**src/rtl/cd_audio_drive_mixer_assert.svh**
```systemverilog
// ---------------------------------------------------------------------------
// cd_audio_drive_mixer_assert.svh
// Assertion macros for the optical drive audio mixer.
// ---------------------------------------------------------------------------
`ifndef CD_AUDIO_DRIVE_MIXER_ASSERT_SVH
`define CD_AUDIO_DRIVE_MIXER_ASSERT_SVH

// Same-cycle implication, clocked on clk, off while reset is low
`define CDM_ASSERT_NOW(lbl, ante, cons) \
  lbl: assert property (@(posedge clk) disable iff (!rst_n) (ante) |-> (cons)) \
    else $error("cd_audio_drive_mixer: assertion failed");

// Next-cycle implication
`define CDM_ASSERT_NEXT(lbl, ante, cons) \
  lbl: assert property (@(posedge clk) disable iff (!rst_n) (ante) |=> (cons)) \
    else $error("cd_audio_drive_mixer: assertion failed");

`endif

```
**src/rtl/cdm_pkg.sv**
```systemverilog
// ---------------------------------------------------------------------------
// cdm_pkg
// Shared types, constants and the log volume table of the drive mixer.
// ---------------------------------------------------------------------------
package cdm_pkg;

  // Number of drive ports on the block and number of drives actually mixed
  localparam int DRIVE_PORTS    = 4;
  localparam int DRIVE_COUNT    = 4;
  localparam int LANE_COUNT     = (DRIVE_COUNT < DRIVE_PORTS) ? DRIVE_COUNT : DRIVE_PORTS;

  // Gain format: unsigned fixed point, 1.0 = 2^GAIN_FRAC_BITS
  localparam int GAIN_FRAC_BITS = 16;
  localparam int GAIN_W         = GAIN_FRAC_BITS + 1;

  // Sample path widths
  localparam int SAMPLE_W       = 16;
  localparam int SUM_W          = SAMPLE_W + 1;
  localparam int PROD_W         = SUM_W + GAIN_W;
  localparam int QUOT_W         = PROD_W - GAIN_FRAC_BITS;

  // Configuration port
  localparam int SETUP_W        = 20;
  localparam int CFG_IDX_W      = 3;
  localparam logic [SETUP_W-1:0] SETUP_RESET = 20'h9FFFF;

  // Volume codes
  localparam int CODE_W         = 8;
  localparam int ROM_DEPTH      = 256;
  localparam int CODE_UNITY     = 255;

  // Saturation limits
  localparam logic [SAMPLE_W-1:0] SAT_POS = 16'h7FFF;
  localparam logic [SAMPLE_W-1:0] SAT_NEG = 16'h8000;
  localparam logic [QUOT_W-1:0]   LIM_POS = QUOT_W'(32767);
  localparam logic [QUOT_W-1:0]   LIM_NEG = QUOT_W'(32768);

  // Port numbering inside a lane
  localparam int PORT_LEFT      = 0;
  localparam int PORT_RIGHT     = 1;

  // ln 2 in Q30
  localparam logic [63:0] LN2_Q30 = 64'd744261118;

  // Per-drive setup register, as packed in the register word
  typedef struct packed {
    logic [1:0]        sel_right;
    logic [1:0]        sel_left;
    logic [CODE_W-1:0] code_right;
    logic [CODE_W-1:0] code_left;
  } drive_setup_t;

  typedef logic signed [SAMPLE_W-1:0] sample_t;
  typedef logic [1:0][SAMPLE_W-1:0]   port_pair_t;
  typedef logic [ROM_DEPTH-1:0][GAIN_W-1:0] gain_rom_t;

  // One table entry: log2 by repeated squaring, then 1 + (20/48)*ln(c/256)
  function automatic logic [GAIN_W-1:0] vol_gain(int unsigned c);
    logic [63:0] x;
    logic [63:0] r;
    logic [63:0] d;
    logic [63:0] loss;
    logic [63:0] g60;
    logic [63:0] g;
    int          n;
    int          i;
    int          k;
    g = 64'd0;
    if (c == CODE_UNITY) begin
      g = 64'd1 << GAIN_FRAC_BITS;
    end else if (c > 0) begin
      n = 0;
      for (i = 1; i < CODE_W; i++) begin
        if ((c >> i) != 0) n = i;
      end
      x = (64'(c) << 31) >> n;
      r = 64'(n) << 30;
      for (k = 29; k >= 0; k--) begin
        x = (x * x) >> 31;
        if (x >= (64'd2 << 31)) begin
          x    = x >> 1;
          r[k] = 1'b1;
        end
      end
      d    = (64'd8 << 30) - r;
      loss = ((d * LN2_Q30) / 12) * 5;
      // Small codes would go negative: clamp to zero
      if (loss < (64'd1 << 60)) begin
        g60 = (64'd1 << 60) - loss;
        g   = (g60 + (64'd1 << (59 - GAIN_FRAC_BITS))) >> (60 - GAIN_FRAC_BITS);
      end
    end
    return g[GAIN_W-1:0];
  endfunction

  function automatic gain_rom_t build_rom();
    gain_rom_t rom;
    int        c;
    for (c = 0; c < ROM_DEPTH; c++) begin
      rom[c] = vol_gain(c);
    end
    return rom;
  endfunction

  localparam gain_rom_t VOL_ROM = build_rom();

endpackage

```
**src/rtl/cdm_merge.sv**
```systemverilog
// ---------------------------------------------------------------------------
// cdm_merge
// Sums the lane results per port with 16-bit wrap into one stereo frame.
// ---------------------------------------------------------------------------
module cdm_merge (
  input  logic                clk,
  input  cdm_pkg::port_pair_t lane_val [cdm_pkg::LANE_COUNT],
  output cdm_pkg::port_pair_t mix
);

  cdm_pkg::port_pair_t mix_nxt;
  cdm_pkg::port_pair_t mix_r;

  // Wrapping sum across lanes
  always_comb begin
    mix_nxt = '0;
    for (int k = 0; k < cdm_pkg::LANE_COUNT; k++) begin
      mix_nxt[cdm_pkg::PORT_LEFT]  = mix_nxt[cdm_pkg::PORT_LEFT]
                                   + lane_val[k][cdm_pkg::PORT_LEFT];
      mix_nxt[cdm_pkg::PORT_RIGHT] = mix_nxt[cdm_pkg::PORT_RIGHT]
                                   + lane_val[k][cdm_pkg::PORT_RIGHT];
    end
  end

  always_ff @(posedge clk) begin
    mix_r <= mix_nxt;
  end

  assign mix = mix_r;

endmodule

```
**config.mk**
```make
export PLATFORM = sky130hd
export DESIGN_NAME = cdm_merge
export DESIGN_NICKNAME = d
export VERILOG_FILES = /design/src/rtl/cd_audio_drive_mixer_assert.svh /design/src/rtl/cdm_pkg.sv /design/src/rtl/cdm_merge.sv
export SDC_FILE = /design/constraint.sdc
export NUM_CORES = 1
export LEC_CHECK = 0
export BUFFER_PORTS_ARGS = -buffer_cell sky130_fd_sc_hd__buf_2
export CAP_MARGIN = 20
export CELL_PAD_IN_SITES_DETAIL_PLACEMENT = 1
export CELL_PAD_IN_SITES_GLOBAL_PLACEMENT = 2
export CORE_UTILIZATION = 28
export DETAILED_ROUTE_END_ITERATION = 6
export GPL_TIMING_DRIVEN = 1
export PLACE_DENSITY_LB_ADDON = 0.1
export SYNTH_ARGS = -nofsm -noshare
export SYNTH_HDL_FRONTEND = slang
export SYNTH_SLANG_ARGS = --single-unit
```
**constraint.sdc**
```tcl
create_clock -name clk -period 4.7 [get_ports clk]
set_clock_uncertainty 0.2 [all_clocks]
set_input_delay 0.47 -clock clk [delete_from_list [all_inputs] [get_ports clk]]
set_output_delay 0.47 -clock clk [all_outputs]
set_load 0.05 [all_outputs]
```
==> Word-level counts from Yosys, hierarchy flattened <==
Cells that the tools add are included.
{ "word_totals": {"mem_bits_ro": 0, "regBits": 32, "in_bits": 129, "word_cells": 8, "memories": 0, "latchBits": 0, "mem_bits_rw": 0, "output_inout_bits": 32} }
{ "classes": {"reduce_logical": 0, "n_shift": 0, "multipliers": 0, "muxes": 0, "bitwise_logic": 0, "n_div": 0, "add_sub_neg": 6, "eq_ne": 0, "magnitude_cmp": 0} }
{ "ops": {"columns": ["cell", "count"], "rows": [
  ["16-bit adder", 6]
]} }

==> Depth between registers and ports, before layout <==
Gate-level depths: netlist of the first run.
{ "depth": {"word_depth": 3, "depth_mapped": 12, "mapped_depth_nobuf": 12} }

==> Least setup slack after synthesis of the first run <==
No wires, ideal clock.
{ "synth_path": {"path_kind": "input-to-reg", "startpoint": "in lane_val[17] in the netlist's numbering", "endpoint": "reg mix_r, in the netlist mix[31]", "arrival_time_ns": 3.246, "path_buffers": 0, "cell_stages": 12, "setup_ns": 0.072, "required_ns": 4.428, "slack_ns": 1.182, "path_cell_list": "inv_1 > fa_1 > inv_1 > fa_1 > ha_1 > fa_1 > a21o_1 > a221oi_4 > o31ai_2 > a211o_1 > a21oi_2 > xnor2_1"} }
{ "synth_lines": {"columns": ["item", "line", "rtl"], "rows": [
  ["start, declared", "cdm_merge.sv:7", "input cdm_pkg::port_pair_t lane_val [cdm_pkg::LANE_COUNT],"],
  ["end signal, assigned", "cdm_merge.sv:26", "mix_r <= mix_nxt;"],
  ["end, declared", "cdm_merge.sv:12", "cdm_pkg::port_pair_t mix_r;"]
]} }

==> flow_metrics.py, run 1 <==
metrics = {
    "status": {
        "status": "completed",
    },
    "pwr": {
        "leakagePower_uw": 0.00286,
        "intPower_uw": 1230,
        "peakVddDrop_v": 0.000215,
        "p_seq_share_pct": 18.4,
        "pwr-share-comb_pct": 67.1,
        "pwr_density_cell_nw_per_um2": 502,
        "switchingPower_uw": 1230,
        "swShare_pct": 50.0,
        "pwr-share-clk_pct": 14.5,
    },
    "sta": {
        "tns_ns": 0,
        "fmax_mhz": 286,
        "worst_pin_slew_ns": 0.379,
        "fin_hold_ws_ns": 0.226,
        "period_needed_ns": 3.49,
        "rsz0062_at_grt": "false",
        "setup_viol": 0,
        "slew_headroom_pct": 74.6,
        "period_share_pct": 74.3,
        "finalHoldViolCount": 0,
        "drv_slew": 0,
    },
    "grt": {
        "grt_overflow": 0,
        "grt_pass1_wl_um": 13200,
        "grt_pass1_vias": 3222,
        "antenna_found_initial": 0,
        "grt_usage_pct": 12.1,
        "grt_start_max_net_pins": 11,
    },
    "yosys": {
        "yosys.area.top_type_share_pct": 32.4,
        "netlist_area_um2": 3710,
        "post_synth.cell_area_avg_um2": 9.17,
        "seq_area_frac_synth_pct": 17.3,
        "synth.area.top_cells": "fa_1 32%, dfxtp_1 17%, inv_1 16%",
        "yosys_warnings": 0,
        "ys_seq_elements": 32,
        "syn-num-nets": 624,
        "yosysTopAreaCell": "fa_1",
        "ys_types": 27,
        "syn_inst": 405,
    },
    "place": {
        "gp_congestion": 0.691,
        "port_buffers": 160,
        "dp_hpwl_um": 7350,
    },
    "worst_setup_path": {
        "crit_path_end_kind": "flop",
        "path_class": "input port to flop",
        "crit_path_max_fanout": 3,
        "critical_path_required_ns": 4.70,
        "cp_slowest_cell": "fa_1",
        "max_stage_delay_ns": 0.53,
        "path_buf_inv": 3,
        "crit_family": "adder cells",
        "cp.arrival_ns": 3.49,
        "cp-start-kind": "input port",
        "worst_path_most_repeated_cell": "fa_1",
        "cp_cell_sequence": "buf_2, inv_1, fa_1, inv_1, fa_1, ha_1, fa_1, a21o_1, a221oi_4, o31ai_2, a211o_1, a21oi_2, xnor2_1",
    },
    "clock_tree": {
        "cts.sinks": 32,
        "cts_setup_buffers": 0,
        "numCtsBuffers": 5,
        "cts_buffer_depth": 2,
        "htreeDepth": 2,
        "clkTransAtPathRegs_ns": 0.05,
        "cts_tree": "done",
        "cts_resized": 0,
        "cts_hold_buf": 0,
        "cts-root-buf": "clkbuf_16",
    },
    "floorplanning": {
        "core_area_um2": 12800,
        "die_area_um2": 13700,
        "floorplan.initialDensity_pct": 29.1,
        "top_level_ports": 161,
        "die_x_um": 117,
        "placementRows": 41,
        "die_y_um": 117,
    },
    "finish": {
        "num-nets-final": 791,
        "largest_register_ffs": 32,
        "drive_gt1_share_pct": 30.5,
        "diodes": 0,
        "area_growth_pct": 31.8,
    },
    "job": {
        "cap_violations": 0,
    },
    "min_path": {
        "hold_path_class": "input port to flop",
        "hold_end": "mix[0]",
        "hold_start": "lane_val[96]",
        "hold_path_depth": 2,
    },
    "routing": {
        "ant_nets": 0,
        "drt-wirelength-per-cell_um": 10.5,
        "wl_um": 7830,
        "drt_iter0_markers": 28,
        "via_per_inst": 4.09,
        "drcViolationCount": 0,
        "drt-pass1-iter-count": 3,
        "vias": 3050,
    },
}
==> layout make-up <==
| cell class | instances | area, um2 |
|---|---|---|
| repair buffers | 160 | 801 |
| well taps | 172 | 215 |
| fillers | 1578 | 7880 |
| flip-flops and latches | 32 | 641 |
| inverters | 161 | 604 |
| multi-input cells | 212 | 2470 |
| clock inverters | 2 | 35.0 |
| clock buffers | 6 | 129 |
==> power by group through the flow <==
| stage | logic [uW] | clock network [uW] | registers (uW) |
|---|---|---|---|
| after global routing | 1840 | 385 | 469 |
| after global placement | 1670 | 0 | 453 |
| after detailed placement | 1690 | 0 | 458 |
| after CTS | 1690 | 370 | 455 |
| after floorplan | 787 | 0 | 952 |
| final | 1650 | 357 | 451 |
==> worst max-delay path by stage <==
| stage | to | slack, ns | cells past startpoint | from |
|---|---|---|---|---|
| 2_1_floorplan | mix[31] | 1.18 | 12 | lane_val[17] |
| 3_3_place_gp | mix[31] | 0.96 | 13 | lane_val[17] |
| 3_5_place_dp | mix[31] | 0.89 | 13 | lane_val[17] |
| 4_1_cts | mix[31] | 1.18 | 13 | lane_val[17] |
| 5_1_grt | mix[31] | 1.03 | 13 | lane_val[17] |
| 6_report | mix[31] | 1.21 | 13 | lane_val[17] |
==> metrics by stage <==
step	area (um2)	cells	power [uW]	setup WS, ns	utilization [%]
3_5_place_dp	4730	737	2140	0.890	37.0
5_1_grt	4890	745	2690	1.03	38.3
3_3_place_gp	4730	737	2130	0.963	37.0
6_report	4890	745	2460	1.21	38.3
2_1_floorplan	3710	405	1740	1.18	-
4_1_cts	4890	745	2520	1.18	38.3
==> synthesized netlist by cell type (all sizes together) <==
library cell  count
a21oi            24
a221oi            2
o21ai             8
and3              4
fa               60
nor2              6
ha               30
a311oi            2
a221o             2
xnor2            26
a211o             2
inv             161
o211ai            2
nor2b             2
and2              2
nand2             6
xor2             10
a21o             10
nor3              2
and4              2
nand3             2
dfxtp            32
o21a              2
o31ai             2
a31oi             4
==> placed cells by master, fill, tap and decap left out, types with 4 or more instances in the layout <==
| master | n |
|---|---|
| a21o_1 | 10 |
| a21oi_1 | 22 |
| a31oi_1 | 4 |
| and3_1 | 4 |
| buf_2 | 160 |
| clkbuf_16 | 5 |
| dfxtp_1 | 32 |
| fa_1 | 60 |
| ha_1 | 30 |
| inv_1 | 161 |
| nand2_1 | 6 |
| nor2_1 | 6 |
| o21ai_0 | 4 |
| o21ai_1 | 4 |
| xnor2_1 | 26 |
| xor2_1 | 10 |
==> metal layers <==
metal / up-vias / track usage [%] / routed length (um)
met5: - / 0 / 0
met4: 0 / 1.77 / 19
met3: 2 / 3.04 / 599
met2: 93 / 22.8 / 4010
met1: 1439 / 14.0 / 3210
li1: 1516 / - / -
==> cells by family after synthesis <==
family                   synth area share, %
XOR/XNOR                                8.49
AO/OA/AOI/OAI                           11.9
buffers and inverters                   16.3
flip-flops                              17.3
adder cells (fa/ha/maj)                 42.5
AND/OR/NAND/NOR                         3.57
Note: power is estimated with default switching activity, not from simulation.
==> run 2: changes to the inputs <==
Settings changed: ABC_AREA from default to 1, CORE_UTILIZATION 28 to 27.
Clock period 4.7 ns to 3.3 ns, I/O delays scaled along.
==> run 2 against run 1 <==
- clock power rose by 52%
- core utilization fell by 2.9 points
- worst hold slack got worse by 0.15 ns
- count of clock-buffer cells in the layout fell by 1
- first-iteration DRC count rose to 3.8 times the previous value
- combinational power rose by 57%
- wire length rose by 37%
==> flow_metrics.py, run 2 <==
metrics = {
    "finish": {
        "layout_commonest_cell": "inv_1",
        "area_growth_pct": 28.3,
        "layout.area.seq_um2": 641,
        "fin_cells": 1013,
        "diodes": 0,
        "drive_gt1_share_pct": 24.8,
        "largest_register_ffs": 32,
        "num-nets-final": 1015,
        "mostFrequentLayoutCells": "227 x inv_1, 160 x buf_2, 147 x nand2_1",
        "multi_input_area_um2": 2870,
        "filler_cell_count": 2093,
    },
    "grt": {
        "grt_overflow": 0,
        "grt_pass1_vias": 4214,
        "grt_pass1_wl_um": 17800,
        "grt_usage_pct": 13.3,
        "met1_usage_pct": 16.4,
        "antenna_found_initial": 0,
        "use_met3_pct": 2.56,
        "grt_util_met2_pct": 24.3,
        "grt.busiest_layer": "met2",
        "grt_start_max_net_pins": 12,
    },
    "place": {
        "placed_cells": 1005,
        "port_buffers": 160,
        "dp_hpwl_um": 10000,
        "pre_cts_ws_ns": 0.120,
        "gp_congestion": 0.798,
    },
    "pwr": {
        "pwr-share-comb_pct": 68.4,
        "leakagePower_uw": 0.00356,
        "swShare_pct": 54.2,
        "p_seq_share_pct": 17.2,
        "switchingPower_uw": 2050,
        "peakVddDrop_v": 0.000245,
        "intPower_uw": 1730,
        "pwr-share-clk_pct": 14.4,
        "pwr_density_cell_nw_per_um2": 675,
    },
    "min_path": {
        "hold_end": "mix[0]",
        "hold_path_class": "input port to flop",
        "hold_path_depth": 2,
        "hold_start": "lane_val[96]",
    },
    "yosys": {
        "yosys_warnings": 0,
        "synth.area.top_cells": "fa_1 27%, inv_1 19%, dfxtp_1 15%",
        "syn-num-nets": 848,
        "ys_types": 17,
        "synthArstFlopShare_pct": 0,
        "yosys-top-cells-count": "227 x inv_1, 147 x nand2_1, 60 x fa_1",
        "syn_inst": 629,
        "netlist_area_um2": 4370,
        "ys_dominant_reg_cell": "dfxtp_1",
        "post_synth.cell_area_avg_um2": 6.95,
        "ys_seq_elements": 32,
        "yosysTopAreaCell": "fa_1",
        "yosys.area.top_type_share_pct": 27.5,
        "seq_area_frac_synth_pct": 14.7,
        "synth_edf_count": 0,
        "yosysMostFrequentCell": "inv_1",
    },
    "clock_tree": {
        "cts_buffer_depth": 2,
        "htreeDepth": 2,
        "cts_resized": 0,
        "cts_tree": "done",
        "clkTransAtPathRegs_ns": 0.06,
        "cts_setup_buffers": 0,
        "cts-root-buf": "clkbuf_16",
        "cts_hold_buf": 0,
        "numCtsBuffers": 5,
        "cts.sinks": 32,
    },
    "sta": {
        "setup_viol": 0,
        "fmax_mhz": 351,
        "period_share_pct": 86.4,
        "worst_pin_slew_ns": 0.280,
        "drv_slew": 0,
        "finalWorstSetupSlack_ns": 0.449,
        "rsz0062_at_grt": "false",
        "finalHoldViolCount": 0,
        "tns_ns": 0,
        "slew_headroom_pct": 81.5,
        "period_needed_ns": 2.85,
    },
    "floorplanning": {
        "top_level_ports": 161,
        "die_y_um": 129,
        "placementRows": 46,
        "core_area_um2": 15800,
        "die_x_um": 129,
        "die_area_um2": 16700,
        "floorplan.initialDensity_pct": 27.6,
    },
    "routing": {
        "ant_nets": 0,
        "via_per_inst": 4.01,
        "wl_um": 10700,
        "drt-pass1-iter-count": 6,
        "vias": 4067,
        "drcViolationCount": 0,
        "drt-wirelength-per-cell_um": 10.6,
        "drt_iter0_markers": 105,
    },
    "worst_setup_path": {
        "worst_path_most_repeated_cell": "nand3_1",
        "cp.arrival_ns": 2.83,
        "crit_path_end_kind": "flop",
        "critical_path_required_ns": 3.28,
        "cp_slowest_cell": "fa_1",
        "crit_path_max_fanout": 4,
        "max_stage_delay_ns": 0.53,
        "cp_cell_sequence": "buf_2, inv_1, fa_1, inv_1, fa_1, ha_1, fa_1, nand3_1, nand3_1, nand3_1, nand3_1, nand2_1, nand2_1",
        "crit_family": "adder cells",
        "cp-start-kind": "input port",
        "path_class": "input port to flop",
        "path_buf_inv": 3,
    },
    "job": {
        "cap_violations": 0,
    },
    "status": {
        "status": "completed",
    },
}
## run 2: changes by cell type in the layout (fill, tap and decap cells not counted), sizes merged, moves of 3 or more
cell	delta
a31oi	-4
nand2	+158
o21bai	+3
o21ai	-8
a21o	-10
a21oi	-5
nor2	+28
nand4	+8
xnor2	-21
and3	-4
inv	+69
nand3	+27
## run 2: worst max path at each step
stage / from / to / slack, ns / cells after the start
2_1_floorplan: lane_val[17] / mix[29] / 0.44 / 12
3_3_place_gp: lane_val[17] / mix[29] / 0.23 / 13
3_5_place_dp: lane_val[17] / mix[29] / 0.12 / 13
4_1_cts: lane_val[17] / mix[29] / 0.41 / 13
5_1_grt: lane_val[17] / mix[29] / 0.31 / 13
6_report: lane_val[17] / mix[29] / 0.45 / 13
## run 2: routing by layer
| layer | part of all wire [%] | wire length [um] | up-vias |
|---|---|---|---|
| met2 | 48 | 5140 | 94 |
| met3 | 5.9 | 635 | 6 |
| met4 | 0.54 | 58 | 0 |
| li1 | - | - | 2096 |
| met1 | 45 | 4870 | 1871 |
| met5 | 0 | 0 | - |
## run 2: stage by stage
step	util, %	cell area, um2	total power [uW]	hold WS, ns
2_1_floorplan	-	4370	2620	0.260
6_report	35.4	5610	3790	0.0765
3_5_place_dp	34.4	5440	3310	0.362
4_1_cts	35.4	5610	3870	0.0741
3_3_place_gp	34.4	5440	3260	0.357
5_1_grt	35.4	5610	4170	0.0759
## run 2: final cells by class
cell class	instances	share of cell area, %
Timing Repair Buffer	160	14.3
Clock buffer	5	2.23
Multi-Input combinational cell	367	51.1
Clock inverter	3	0.758
Inverter	230	15.4
Tap cell	216	4.82
Sequential cell	32	11.4
## run 2: kinds of logic (layout without fill, tap and decap cells)
family                     count (synthesis)  after routing  share of synthesized area [%]
DFF                                       32             32                           14.7
buffers and inverters                    230            398                           19.7
xor gates and xnor gates                  16             16                           3.21
adders and majority gates                 90             90                           36.1
AOI/OAI and AO/OA                         22             22                           2.69
and+or+nand+nor                          239            239                           23.6
## run 2: power groups by stage
stage          Sequential, uW  Clock, uW  Combinational (uW)
2_1_floorplan            1350          0                1270
3_3_place_gp              668          0                2590
3_5_place_dp              665          0                2640
4_1_cts                   660        559                2650
5_1_grt                   676        582                2910
6_report                  652        544                2590
